--- config.mk ---
export PLATFORM = sky130hd
export DESIGN_NAME = packed_guid128_decoder_unit
export DESIGN_NICKNAME = d
export VERILOG_FILES = /design/src/pgd_pkg.sv /design/src/pgd_fields.sv /design/src/packed_guid128_decoder_unit.sv
export SDC_FILE = /design/constraint.sdc
export NUM_CORES = 1
export LEC_CHECK = 0
export BUFFER_PORTS_ARGS = -buffer_cell sky130_fd_sc_hd__buf_2
export CAP_MARGIN = 25
export CORE_AREA = 2 2 216 218
export DETAILED_ROUTE_END_ITERATION = 12
export DIE_AREA = 0 0 218 220
export SLEW_MARGIN = 20
export SYNTH_ARGS = -nofsm -noshare
export SYNTH_HDL_FRONTEND = slang
export SYNTH_SLANG_ARGS = --single-unit
--- constraint.sdc ---
create_clock -name clock -period 33.6 [get_ports clock]
set_clock_uncertainty 0.1 [all_clocks]
set_input_delay 3.36 -clock clock [delete_from_list [all_inputs] [get_ports clock]]
set_output_delay 3.36 -clock clock [all_outputs]
set_load 0.05 [all_outputs]
--- src/pgd_pkg.sv ---
`timescale 1ns / 1ps

package pgd_pkg;

   localparam int HALF_W    = 64;
   localparam int BYTE_W    = 8;
   localparam int LANES     = HALF_W / BYTE_W;
   localparam int RSP_DATA_W = 256;

   localparam int KIND_W    = 6;
   localparam int REALM_W   = 13;
   localparam int MAP_W     = 13;
   localparam int ENTRY_W   = 23;
   localparam int SUB_W     = 6;
   localparam int SERVER_W  = 24;
   localparam int COUNTER_W = 40;

   localparam int KIND_LSB   = 58;
   localparam int REALM_LSB  = 42;
   localparam int MAP_LSB    = 29;
   localparam int ENTRY_LSB  = 6;
   localparam int SERVER_LSB = 40;

   typedef struct packed {
      logic [HALF_W-1:0] high_half;
      logic [HALF_W-1:0] low_half;
   } halves_type;

   typedef struct packed {
      logic                 is_empty;
      logic [COUNTER_W-1:0] counter_value;
      logic [SERVER_W-1:0]  server_number;
      logic [SUB_W-1:0]     sub_kind;
      logic [ENTRY_W-1:0]   entry_number;
      logic [MAP_W-1:0]     map_number;
      logic [REALM_W-1:0]   realm_number;
      logic [KIND_W-1:0]    kind_code;
      logic [HALF_W-1:0]    low_half;
      logic [HALF_W-1:0]    high_half;
   } fields_type;

endpackage

--- src/pgd_fields.sv ---
`timescale 1ns / 1ps

module pgd_fields (
   input  pgd_pkg::halves_type halves,
   output pgd_pkg::fields_type fields
);
   import pgd_pkg::*;

   logic [HALF_W-1:0] hi;
   logic [HALF_W-1:0] lo;

   assign hi = halves.high_half;
   assign lo = halves.low_half;

   always_comb begin
      fields.high_half     = hi;
      fields.low_half      = lo;
      fields.kind_code     = hi[KIND_LSB +: KIND_W];
      fields.realm_number  = hi[REALM_LSB +: REALM_W];
      fields.map_number    = hi[MAP_LSB +: MAP_W];
      fields.entry_number  = hi[ENTRY_LSB +: ENTRY_W];
      fields.sub_kind      = hi[SUB_W-1:0];
      fields.server_number = lo[SERVER_LSB +: SERVER_W];
      fields.counter_value = lo[COUNTER_W-1:0];
      fields.is_empty      = (hi == '0) && (lo == '0);
   end

endmodule

--- src/packed_guid128_decoder_unit.sv ---
`timescale 1ns / 1ps
// The byte completing an identifier loads the result register (skid if it is held).
// Throughput: one byte per cycle while skid is empty, set by the byte-lane insert.
// A two-deep output (result register plus skid register) keeps input flowing while
// a result waits. Synchronous active-high reset returns to expecting a low mask,
// clears the pending masks and accumulators and empties the output.
module packed_guid128_decoder_unit (
   input  logic                            clock,
   input  logic                            reset,
   input  logic                            req_tvalid,
   output logic                            req_tready,
   input  logic [7:0]                      req_tdata,   // [7:0] stream_byte
   output logic                            rsp_tvalid,
   input  logic                            rsp_tready,
   output logic [pgd_pkg::RSP_DATA_W-1:0]  rsp_tdata    // [63:0] high_half,
   // [127:64] low_half, [133:128] kind_code, [146:134] realm_number,
   // [159:147] map_number, [182:160] entry_number, [188:183] sub_kind,
   // [212:189] server_number, [252:213] counter_value, [253] is_empty, [255:254] zero
);
   import pgd_pkg::*;

   localparam logic [1:0] PH_LOW_MASK  = 2'd0;
   localparam logic [1:0] PH_HIGH_MASK = 2'd1;
   localparam logic [1:0] PH_DATA      = 2'd2;

   logic [1:0]        phase_ff, phase_in;
   logic [LANES-1:0]  low_pend_ff, low_pend_in;
   logic [LANES-1:0]  high_pend_ff, high_pend_in;
   logic [HALF_W-1:0] low_acc_ff, low_acc_in;
   logic [HALF_W-1:0] high_acc_ff, high_acc_in;

   halves_type out_ff, out_in;
   logic       out_valid_ff, out_valid_in;
   halves_type skid_ff, skid_in;
   logic       skid_valid_ff, skid_valid_in;

   logic [BYTE_W-1:0] in_byte;
   logic              accept;
   logic              take;
   logic              done;
   logic              emit_now;
   logic [LANES-1:0]  pend_sel;
   logic [LANES-1:0]  lane_sel;
   fields_type        fields;

   assign in_byte    = req_tdata;
   assign req_tready = !skid_valid_ff;
   assign accept     = req_tvalid && req_tready;
   assign take       = out_valid_ff && rsp_tready;
   assign emit_now   = accept && done;

   always_comb begin
      phase_in     = phase_ff;
      low_pend_in  = low_pend_ff;
      high_pend_in = high_pend_ff;
      low_acc_in   = low_acc_ff;
      high_acc_in  = high_acc_ff;
      done         = 1'b0;
      pend_sel     = (low_pend_ff != '0) ? low_pend_ff : high_pend_ff;
      // isolate the lowest pending lane
      lane_sel     = pend_sel & (~pend_sel + LANES'(1));
      case (phase_ff)
         PH_HIGH_MASK: begin
            high_pend_in = in_byte;
            if (low_pend_ff == '0 && in_byte == '0) begin
               done     = 1'b1;
               phase_in = PH_LOW_MASK;
            end else begin
               phase_in = PH_DATA;
            end
         end
         PH_DATA: begin
            for (int k = 0; k < LANES; k++) begin
               if (lane_sel[k]) begin
                  if (low_pend_ff != '0) begin
                     low_acc_in[k*BYTE_W +: BYTE_W] = low_acc_ff[k*BYTE_W +: BYTE_W] | in_byte;
                  end else begin
                     high_acc_in[k*BYTE_W +: BYTE_W] =
                        high_acc_ff[k*BYTE_W +: BYTE_W] | in_byte;
                  end
               end
            end
            if (low_pend_ff != '0) begin
               low_pend_in = low_pend_ff & ~lane_sel;
            end else begin
               high_pend_in = high_pend_ff & ~lane_sel;
            end
            if (low_pend_in == '0 && high_pend_in == '0) begin
               done     = 1'b1;
               phase_in = PH_LOW_MASK;
            end
         end
         default: begin
            low_pend_in  = in_byte;
            high_pend_in = '0;
            low_acc_in   = '0;
            high_acc_in  = '0;
            phase_in     = PH_HIGH_MASK;
         end
      endcase
   end

   always_comb begin
      out_in        = out_ff;
      out_valid_in  = out_valid_ff;
      skid_in       = skid_ff;
      skid_valid_in = skid_valid_ff;
      if (!out_valid_ff || take) begin
         if (skid_valid_ff) begin
            out_in        = skid_ff;
            out_valid_in  = 1'b1;
            skid_valid_in = 1'b0;
         end else begin
            out_in.high_half = high_acc_in;
            out_in.low_half  = low_acc_in;
            out_valid_in     = emit_now;
         end
      end else if (emit_now) begin
         // hold the new result until the output register frees up
         skid_in.high_half = high_acc_in;
         skid_in.low_half  = low_acc_in;
         skid_valid_in     = 1'b1;
      end
   end

   always_ff @(posedge clock) begin
      if (reset) begin
         phase_ff      <= PH_LOW_MASK;
         low_pend_ff   <= '0;
         high_pend_ff  <= '0;
         low_acc_ff    <= '0;
         high_acc_ff   <= '0;
         out_valid_ff  <= 1'b0;
         skid_valid_ff <= 1'b0;
      end else begin
         if (accept) begin
            phase_ff     <= phase_in;
            low_pend_ff  <= low_pend_in;
            high_pend_ff <= high_pend_in;
            low_acc_ff   <= low_acc_in;
            high_acc_ff  <= high_acc_in;
         end
         out_valid_ff  <= out_valid_in;
         skid_valid_ff <= skid_valid_in;
      end
      out_ff  <= out_in;
      skid_ff <= skid_in;
   end

   pgd_fields u_fields (
      .halves (out_ff),
      .fields (fields)
   );

   assign rsp_tvalid = out_valid_ff;
   assign rsp_tdata  = {2'b00, fields};

   a_skid_needs_out: assert property (@(posedge clock) disable iff (reset)
      skid_valid_ff |-> out_valid_ff)
      else $error("skid holds a result while output register is empty");

   a_emit_returns: assert property (@(posedge clock) disable iff (reset)
      emit_now |=> (phase_ff == PH_LOW_MASK && low_pend_ff == '0 && high_pend_ff == '0))
      else $error("state not back to low mask after result");

   a_data_pending: assert property (@(posedge clock) disable iff (reset)
      (phase_ff == PH_DATA) |-> (low_pend_ff != '0 || high_pend_ff != '0))
      else $error("collecting data with nothing pending");

   a_emit_lands: assert property (@(posedge clock) disable iff (reset)
      emit_now |=> (out_valid_ff && (skid_valid_ff || !$past(out_valid_ff && !rsp_tready))))
      else $error("result lost between accept and output");

endmodule
==> impl_metrics.env, run 1 <==
export IMPL_hold_end="high_acc_ff[24]$_SDFFE_PP0P_"
export IMPL_area_growth_syn_to_layout_pct=12.35
export IMPL_syn_cell_area_mm2=0.01844
export IMPL_core_region_area_mm2=0.04586
export IMPL_synth_fa_ha_area_share_pct=0.1900
export IMPL_worstPathCellList="buf_2, buf_4, nor4_1, and4_1, a41oi_2, nor2_4, buf_4, buf_4"
export IMPL_endpoint_kind="flop"
export IMPL_io_pins=270
export IMPL_utilization_pct=45.17
export IMPL_holdWs_ns=0.3534
export IMPL_clock_sinks=404
export IMPL_cts_buffer_depth=3
export IMPL_start_kind="input port"
export IMPL_rr_startpoint="low_pend_ff[1]$_SDFFE_PP0P_"
export IMPL_maxCapViolCount=0
export IMPL_hold_start="high_acc_ff[24]$_SDFFE_PP0P_"
export IMPL_outcome="finished, final reports clean"
export IMPL_final_max_slew_viol_count=0
export IMPL_firstDrtPassIters=5
export IMPL_grt_pass1_wl_mm=77.74
export IMPL_grt_max_degree=91
export IMPL_synth_common_cells="edfxtp_1, nand2_1, nor2_1"
export IMPL_yosysMostFrequentCell="edfxtp_1"
export IMPL_fp_dieArea_mm2=0.04796
export IMPL_placed_cell_area_mm2=0.01926
export IMPL_portBuffers=267
export IMPL_fin_total_pwr_mw=1.174
export IMPL_syn_area_per_cell_um2=10.72
export IMPL_postCtsSetupBuffers=0
export IMPL_fmax_mhz=152.3
export IMPL_cts_hold_fix_buffers=0
export IMPL_place_ws_ns=26.44
export IMPL_cpPeakStageDelay_ns=0.78
export IMPL_final_cells=2429
export IMPL_multi_input_area_mm2=0.006290
export IMPL_hold_viol=0
export IMPL_fin_area_mm2=0.02072
export IMPL_fillers=4280
export IMPL_cts_resized=0
export IMPL_synth_top_family_by_area="simple AND/OR/NAND/NOR gates"
export IMPL_ir_drop_mv=0.02972
export IMPL_cts_tree="done"
export IMPL_cts_made_buffers=43
export IMPL_synth_seq_cells=404
export IMPL_synthFlopType="edfxtp_1"
export IMPL_drive_gt1_share_pct=26.36
export IMPL_totalWireLength_mm=51.85
export IMPL_grt_setup_unrepaired="false"
export IMPL_cts_root_buf="clkbuf_16"
export IMPL_worstSkewPairLatency_ns=0.58
export IMPL_die_h_um=220
export IMPL_min_period_ns=6.567
export IMPL_reg2reg_slack_ns=27.71
export IMPL_dp_hpwl_mm=33.68
export IMPL_synth_mux_area_share_pct=5.482
export IMPL_synth_cells=1720
export IMPL_yosys_warnings=0
export IMPL_first_global_vias=12884
export IMPL_cp_max_fo=61
export IMPL_crit_type="input port to flop"
export IMPL_ys_seq_area_share_pct=57.76
export IMPL_synthArstFlopShare_pct=0
export IMPL_synth_top_cell_area_share_pct=41.69
export IMPL_antenna_found_initial=1
export IMPL_num_rows=79
export IMPL_hp_class="flop to flop"
export IMPL_yosysUniqueCellTypes=67
export IMPL_max_slew_margin_pct=27.82
export IMPL_crit_required_ns=33.69
export IMPL_overflow=0
export IMPL_synth_area_leaders="edfxtp_1, dfxtp_1, mux2_2"
export IMPL_antenna_left=0
export IMPL_arrival_ns=6.66
export IMPL_r2r_end="skid_ff[123]$_DFFE_PP_"
export IMPL_slowest_stage="nor2_4"
export IMPL_fin_crit_sh_pct=19.54
export IMPL_hold_path_depth=2
export IMPL_vias=13546
export IMPL_synth_compound_area_share_pct=13.05
export IMPL_cts_htree_levels=2
export IMPL_setup_tns_ns=0
export IMPL_powerDensity_mw_per_mm2=56.66
export IMPL_via_per_inst=5.577
export IMPL_drcViolationCount=0
export IMPL_dieWidth_um=218
export IMPL_synthXorXnorAreaFrac_pct=0
export IMPL_regArea_mm2=0.01065
export IMPL_place_congestion=0.9171
export IMPL_tightest_slew_ns=1.083
export IMPL_drtIter0Drc=1199
export IMPL_start_util_pct=40.21
export IMPL_wl_per_cell_um=21.35
export IMPL_synth_edf_count=256
export IMPL_clk_pin_slew_ns=0.06
export IMPL_leakagePower_nw=7.826
export IMPL_setup_violations=0
export IMPL_grt_total_usage_pct=21.13
export IMPL_setup_slack_ns=27.03
export IMPL_dpl_cell_count=2347
export IMPL_r2r_cells=9
export IMPL_yosysTopAreaCell="edfxtp_1"
export IMPL_synthSimpleGateAreaFrac_pct=15.00
export IMPL_critPathMostFrequentCell="buf_4"
export IMPL_nets=1800
-- area by class of cell --
cell class	instances	area share, %
diodes	1	0.01208
clock inverters	28	1.498
multi-input cells	1037	30.36
inverters	10	0.1933
flip-flops and latches	404	51.41
repair buffers	290	7.356
well taps	607	3.666
clock buffers	52	5.502
-- registers in the layout, summed over array words and instances (netlist names) --
name           flops
skid_valid_ff      1
phase_ff           2
out_ff           128
low_acc_ff        64
rsp_tvalid         1
low_pend_ff        8
skid_ff          128
high_pend_ff       8
high_acc_ff       64
-- report_power, final --
group	internal, mW	switching (mW)
clock	0.289	0.201
sequential	0.527	0.00711
combinational	0.0292	0.120
-- routing by layer --
layer	global-route usage (%)	vias up	part of all wire, %
met4	9.161	0	3.7
met5	0	-	0
met1	28.50	6598	43
met3	2.995	109	6.0
met2	33.98	541	47
li1	-	6298	-
-- how the worst max path moves through the flow --
stage,start,to,depth (start not counted),slack [ns]
detailed placement,req_tvalid,skid_ff[120]$_DFFE_PP_,8,26.44
finish,req_tdata[1],skid_ff[123]$_DFFE_PP_,8,27.03
global route,req_tdata[1],skid_ff[123]$_DFFE_PP_,8,26.78
global placement,req_tdata[1],skid_ff[120]$_DFFE_PP_,8,26.52
floorplan,rsp_tready,skid_ff[0]$_DFFE_PP_,2,19.79
CTS,out_ff[70]$_DFFE_PP_,rsp_tdata[253],5,27.04
-- cell families (layout without fill, tap and decap cells) --
group	count (synthesis)	in the layout
simple gates	587	587
flops	404	404
compound gates	355	355
buf+inv	280	380
mux	90	90
fa+ha+maj	3	3
other cells	1	3
-- cells in the final DEF (no fill, tap or decap), drive strengths merged, types with 8 or more instances in the layout --
cell type / Yosys / layout
a21oi: 152 / 152
a22oi: 30 / 30
a32o: 25 / 25
a32oi: 24 / 24
buf: 159 / 290
clkbuf: 111 / 52
clkinv: 0 / 15
dfxtp: 148 / 148
edfxtp: 256 / 256
inv: 10 / 13
mux2: 88 / 88
nand2: 246 / 246
nand2b: 10 / 10
nand4: 33 / 33
nand4b: 9 / 9
nor2: 154 / 154
nor3: 27 / 27
nor4: 38 / 38
o211ai: 9 / 9
o21ai: 31 / 31
o31ai: 36 / 36
or3: 8 / 8
or4: 21 / 21
-- critical path: cells and delay by family --
kind / cells / cell delay [ns]
compound gates: 1 / 0.07
buf+inv: 4 / 1.64
simple gates: 3 / 1.42
Note: power is estimated with default switching activity, not from simulation.
==> inputs of run 2 (changes only) <==
clock period = 5.5 ns   (was 33.6 ns; I/O delays follow)
==> run 2 against run 1 <==
  * Worst hold slack improved by 0.0010 ns
  * Die area unchanged
  * Sequential power increased to 6.1 times the previous value
  * Combinational power increased to 6.1 times the previous value
  * Cell count decreased by 0.25%
  * Largest cell class unchanged
  * Largest power group unchanged
  * Highest routed layer unchanged
==> impl_metrics.env, run 2 (synthesized netlist as in run 1, its figures left out) <==
export IMPL_outcome="finished, final reports clean"
export IMPL_drcViolationCount=0
export IMPL_clk_pin_slew_ns=0.06
export IMPL_reg2reg_slack_ns=1.15
export IMPL_cts_hold_fix_buffers=0
export IMPL_drive_gt1_share_pct=26.16
export IMPL_io_pins=270
export IMPL_antenna_left=0
export IMPL_cts_root_buf="clkbuf_16"
export IMPL_fmax_mhz=230.1
export IMPL_setup_slack_ns=1.154
export IMPL_start_util_pct=40.21
export IMPL_totalWireLength_mm=51.76
export IMPL_num_rows=79
export IMPL_grt_pass1_wl_mm=76.94
export IMPL_vias=13410
export IMPL_grt_setup_unrepaired="false"
export IMPL_ir_drop_mv=0.1814
export IMPL_cts_htree_levels=2
export IMPL_postCtsSetupBuffers=0
export IMPL_setup_tns_ns=0
export IMPL_overflow=0
export IMPL_dp_hpwl_mm=33.40
export IMPL_start_kind="flop"
export IMPL_setup_violations=0
export IMPL_core_region_area_mm2=0.04586
export IMPL_cts_buffer_depth=3
export IMPL_wl_per_cell_um=21.36
export IMPL_fin_crit_sh_pct=79.02
export IMPL_via_per_inst=5.534
export IMPL_maxCapViolCount=0
export IMPL_clock_sinks=404
export IMPL_place_ws_ns=1.213
export IMPL_final_common_cell="buf_2"
export IMPL_dpl_cell_count=2345
export IMPL_fp_dieArea_mm2=0.04796
export IMPL_area_growth_syn_to_layout_pct=12.21
export IMPL_min_period_ns=4.346
export IMPL_crit_required_ns=5.63
export IMPL_worstSkewPairLatency_ns=0.56
export IMPL_cts_tree="done"
export IMPL_cts_made_buffers=42
export IMPL_crit_type="flop to flop"
export IMPL_final_cells=2423
export IMPL_firstDrtPassIters=5
export IMPL_num_antenna_cells=0
export IMPL_fillers=4317
export IMPL_arrival_ns=4.47
export IMPL_first_global_vias=12281
export IMPL_powerDensity_mw_per_mm2=343.2
export IMPL_nets=1797
export IMPL_cts_resized=0
export IMPL_antenna_found_initial=1
export IMPL_max_slew_margin_pct=29.12
export IMPL_leakagePower_nw=7.811
export IMPL_hp_class="flop to flop"
export IMPL_cp_max_fo=21
export IMPL_portBuffers=267
export IMPL_hold_viol=0
export IMPL_endpoint_kind="flop"
export IMPL_layout_common_cells="buf_2, edfxtp_1, nand2_1"
export IMPL_reg_largest_list="out_ff x128, skid_ff x128"
export IMPL_tightest_slew_ns=1.063
export IMPL_place_congestion=0.8657
export IMPL_dieWidth_um=218
export IMPL_die_h_um=220
export IMPL_grt_total_usage_pct=20.99
export IMPL_drtIter0Drc=1168
export IMPL_final_max_slew_viol_count=0
export IMPL_grt_max_degree=92
run 2: path summary, 6_finish.rpt:
kind / start / to / cells after the start
max: low_pend_ff[1]$_SDFFE_PP0P_ / skid_ff[12]$_DFFE_PP_ / 7
min: low_acc_ff[26]$_SDFFE_PP0P_ / low_acc_ff[26]$_SDFFE_PP0P_ / 2
max reg2reg: low_pend_ff[1]$_SDFFE_PP0P_ / skid_ff[12]$_DFFE_PP_ / 7
min reg2reg: low_acc_ff[26]$_SDFFE_PP0P_ / low_acc_ff[26]$_SDFFE_PP0P_ / 2
run 2: through the flow:
step | cell area [µm²] | util [%] | power, mW | hold slack (ns)
floorplan | 18460 | - | 3.965 | 0.3366
global placement | 19250 | 41.97 | 4.204 | 0.3415
detailed placement | 19270 | 42.01 | 4.216 | 0.3468
CTS | 20680 | 45.10 | 7.153 | 0.3545
global route | 20690 | 45.11 | 7.332 | 0.3699
finish | 20690 | 45.11 | 7.101 | 0.3545
run 2: report_power, final:
group	internal, mW	switching [mW]	total [mW]
registers	3.22	0.0395	3.26
logic	0.177	0.729	0.906
clock network	1.74	1.19	2.94
total	5.14	1.96	7.10
run 2: critical path, cell delays in order (launching register included):
cell      delay [ns]
dfxtp_1         0.53
or3_1           0.55
a311oi_4        0.69
nand4_2         0.43
a22oi_1         0.39
a41oi_2         0.24
nor2_4          0.66
buf_4           0.40
run 2: routing by layer:
metal / track usage [%] / up-vias / wire length, µm
met5: 0 / - / 0
met4: 6.395 / 0 / 1121
met3: 2.415 / 66 / 2531
met2: 34.79 / 418 / 25210
met1: 28.87 / 6630 / 22900
li1: - / 6296 / -
run 2: layout make-up:
type                            count  area [µm²]  share of cell area [%]
Clock inverter                     27       294.0                   1.421
Sequential cell                   404       10650                   51.48
Clock buffer                       50        1122                   5.424
Multi-Input combinational cell   1037        6290                   30.40
Inverter                           10       40.04                  0.1935
Tap cell                          607       759.5                   3.671
Timing Repair Buffer              288        1534                   7.414
==> inputs of run 3 (changes only) <==
clock period = 4.14 ns   (was 5.5 ns; I/O delays follow)
==> run 3 against run 2 <==
  * Global-route usage rose by 0.67 points
  * Via count is 1.1% higher
  * Sequential power rose by 33%
  * Non-clock buffer count increased by 13
  * Largest power group unchanged
  * Critical endpoint is now skid_ff[4]$_DFFE_PP_
  * Largest cell class unchanged
  * Die area unchanged
  * Clock power increased by 37%
  * Flip-flop and latch count stayed put
  * Worst hold slack worse by 0.13 ns
  * Fmax is 20% higher
==> impl_metrics.env, run 3 (synthesized netlist as in run 1, its figures left out) <==
export IMPL_maxCapViolCount=0
export IMPL_start_util_pct=40.21
export IMPL_r2r_cells=8
export IMPL_cts_hold_fix_buffers=0
export IMPL_overflow=0
export IMPL_min_period_ns=3.631
export IMPL_postCtsSetupBuffers=0
export IMPL_ir_drop_mv=0.3525
export IMPL_fin_total_pwr_mw=9.626
export IMPL_dpl_cell_count=2359
export IMPL_die_h_um=220
export IMPL_area_growth_syn_to_layout_pct=13.32
export IMPL_place_congestion=0.8896
export IMPL_drtIter0Drc=1294
export IMPL_core_region_area_mm2=0.04586
export IMPL_final_max_slew_viol_count=0
export IMPL_drcViolationCount=0
export IMPL_clock_sinks=404
export IMPL_fin_area_mm2=0.02090
export IMPL_crit_required_ns=4.26
export IMPL_final_common_cell="buf_2"
export IMPL_nets=1812
export IMPL_placed_cell_area_mm2=0.01939
export IMPL_endpoint_kind="flop"
export IMPL_drive_gt1_share_pct=27.21
export IMPL_hp_class="input port to flop"
export IMPL_leakagePower_nw=7.931
export IMPL_reg_largest_list="out_ff x128, skid_ff x128"
export IMPL_cts_tree="done"
export IMPL_io_pins=270
export IMPL_powerDensity_mw_per_mm2=460.6
export IMPL_totalWireLength_mm=53.00
export IMPL_layout_common_cells="buf_2, edfxtp_1, nand2_1"
export IMPL_cts_made_buffers=44
export IMPL_tightest_slew_ns=1.052
export IMPL_antenna_left=0
export IMPL_portBuffers=267
export IMPL_cts_root_buf="clkbuf_16"
export IMPL_arrival_ns=3.76
export IMPL_dieWidth_um=218
export IMPL_cp_max_fo=69
export IMPL_grt_pass1_wl_mm=78.72
export IMPL_outcome="finished, final reports clean"
export IMPL_cpPeakStageDelay_ns=0.52
export IMPL_num_rows=79
export IMPL_num_antenna_cells=0
export IMPL_start_kind="flop"
export IMPL_fp_dieArea_mm2=0.04796
export IMPL_clk_pin_slew_ns=0.06
export IMPL_wl_per_cell_um=21.71
export IMPL_r2r_end="skid_ff[4]$_DFFE_PP_"
export IMPL_hold_start="reset"
export IMPL_worstPathCellList="or3_4, a311oi_4, buf_4, nand4_1, o21ai_0, a41oi_2, nor2_4, buf_12"
export IMPL_grt_setup_unrepaired="false"
export IMPL_crit_type="flop to flop"
export IMPL_grt_max_degree=87
export IMPL_worstSkewPairLatency_ns=0.58
export IMPL_cts_htree_levels=2
export IMPL_final_cells=2441
export IMPL_slowest_stage="dfxtp_1"
export IMPL_vias=13559
export IMPL_max_slew_margin_pct=29.89
export IMPL_hold_viol=0
export IMPL_grt_total_usage_pct=21.66
export IMPL_rr_startpoint="low_pend_ff[1]$_SDFFE_PP0P_"
export IMPL_dp_hpwl_mm=34.92
export IMPL_antenna_found_initial=0
export IMPL_fillers=4363
export IMPL_cts_resized=0
export IMPL_reg2reg_slack_ns=0.51
export IMPL_setup_violations=0
export IMPL_hold_path_depth=2
export IMPL_first_global_vias=12636
export IMPL_fin_crit_sh_pct=87.71
export IMPL_firstDrtPassIters=6
export IMPL_via_per_inst=5.555
export IMPL_cts_buffer_depth=3
export IMPL_fmax_mhz=275.4
export IMPL_hold_end="high_acc_ff[8]$_SDFFE_PP0P_"
==> run 3: cell count changes in the layout (fill, tap and decap cells not counted), moves of 2 or more <==
| cell | delta |
|---|---|
| clkbuf_1 | +4 |
| clkinv_1 | -5 |
| buf_4 | +13 |
| bufinv_16 | -2 |
| clkbuf_8 | +6 |
| clkbuf_16 | +3 |
==> run 3: worst max-delay path by stage <==
stage | start | depth (start not counted) | endpoint | slack [ns]
6_report | low_pend_ff[1]$_SDFFE_PP0P_ | 8 | skid_ff[4]$_DFFE_PP_ | 0.51
5_1_grt | low_pend_ff[1]$_SDFFE_PP0P_ | 7 | high_acc_ff[21]$_SDFFE_PP0P_ | 0.27
4_1_cts | low_pend_ff[1]$_SDFFE_PP0P_ | 8 | skid_ff[113]$_DFFE_PP_ | 0.56
3_5_place_dp | low_pend_ff[1]$_SDFFE_PP0P_ | 8 | skid_ff[4]$_DFFE_PP_ | 0.59
3_3_place_gp | low_pend_ff[1]$_SDFFE_PP0P_ | 8 | skid_ff[4]$_DFFE_PP_ | 0.64
2_1_floorplan | low_pend_ff[4]$_SDFFE_PP0P_ | 8 | skid_ff[0]$_DFFE_PP_ | -0.39
==> run 3: final cells by class <==
class	instances	area, µm²	share of cell area, %
multi-input cells	1037	6314	30.21
clock inverters	19	203.9	0.9760
flip-flops and latches	404	10650	50.98
clock buffers	63	1295	6.197
well taps	607	759.5	3.635
repair buffers	301	1632	7.808
inverters	10	40.04	0.1916
==> run 3: routing by layer <==
layer / global-route usage, % / up-vias / share of wire, %
met2: 36.30 / 474 / 48
met5: 0 / - / 0
met1: 28.93 / 6664 / 43
met4: 7.347 / 0 / 2.7
li1: - / 6335 / -
met3: 2.830 / 86 / 5.6
==> run 3: worst max-delay path, delay by kind of cell (launching register included) <==
family,cells,cell delay (ns)
and+or+nand+nor,3,0.98
buffers and inverters,2,0.65
DFF,1,0.52
AOI/OAI and AO/OA,3,0.96
==> run 3: per-stage QoR <==
stage | hold slack, ns | setup WS (ns) | setup TNS [ns] | util, %
detailed placement | 0.3465 | 0.5879 | 0 | 42.28
global route | 0.2431 | 0.2747 | 0 | 45.56
CTS | 0.2010 | 0.5569 | 0 | 45.55
global placement | 0.3412 | 0.6374 | 0 | 42.28
finish | 0.2241 | 0.5090 | 0 | 45.56
floorplan | 0.3366 | -0.3880 | -49.67 | -
==> run 3: power by group <==
group          switching, mW  internal, mW  leakage, nW
clock network           1.61          2.43        0.737
logic                  0.992         0.265         3.52
registers             0.0533          4.28         3.67
total                   2.65          6.97         7.93
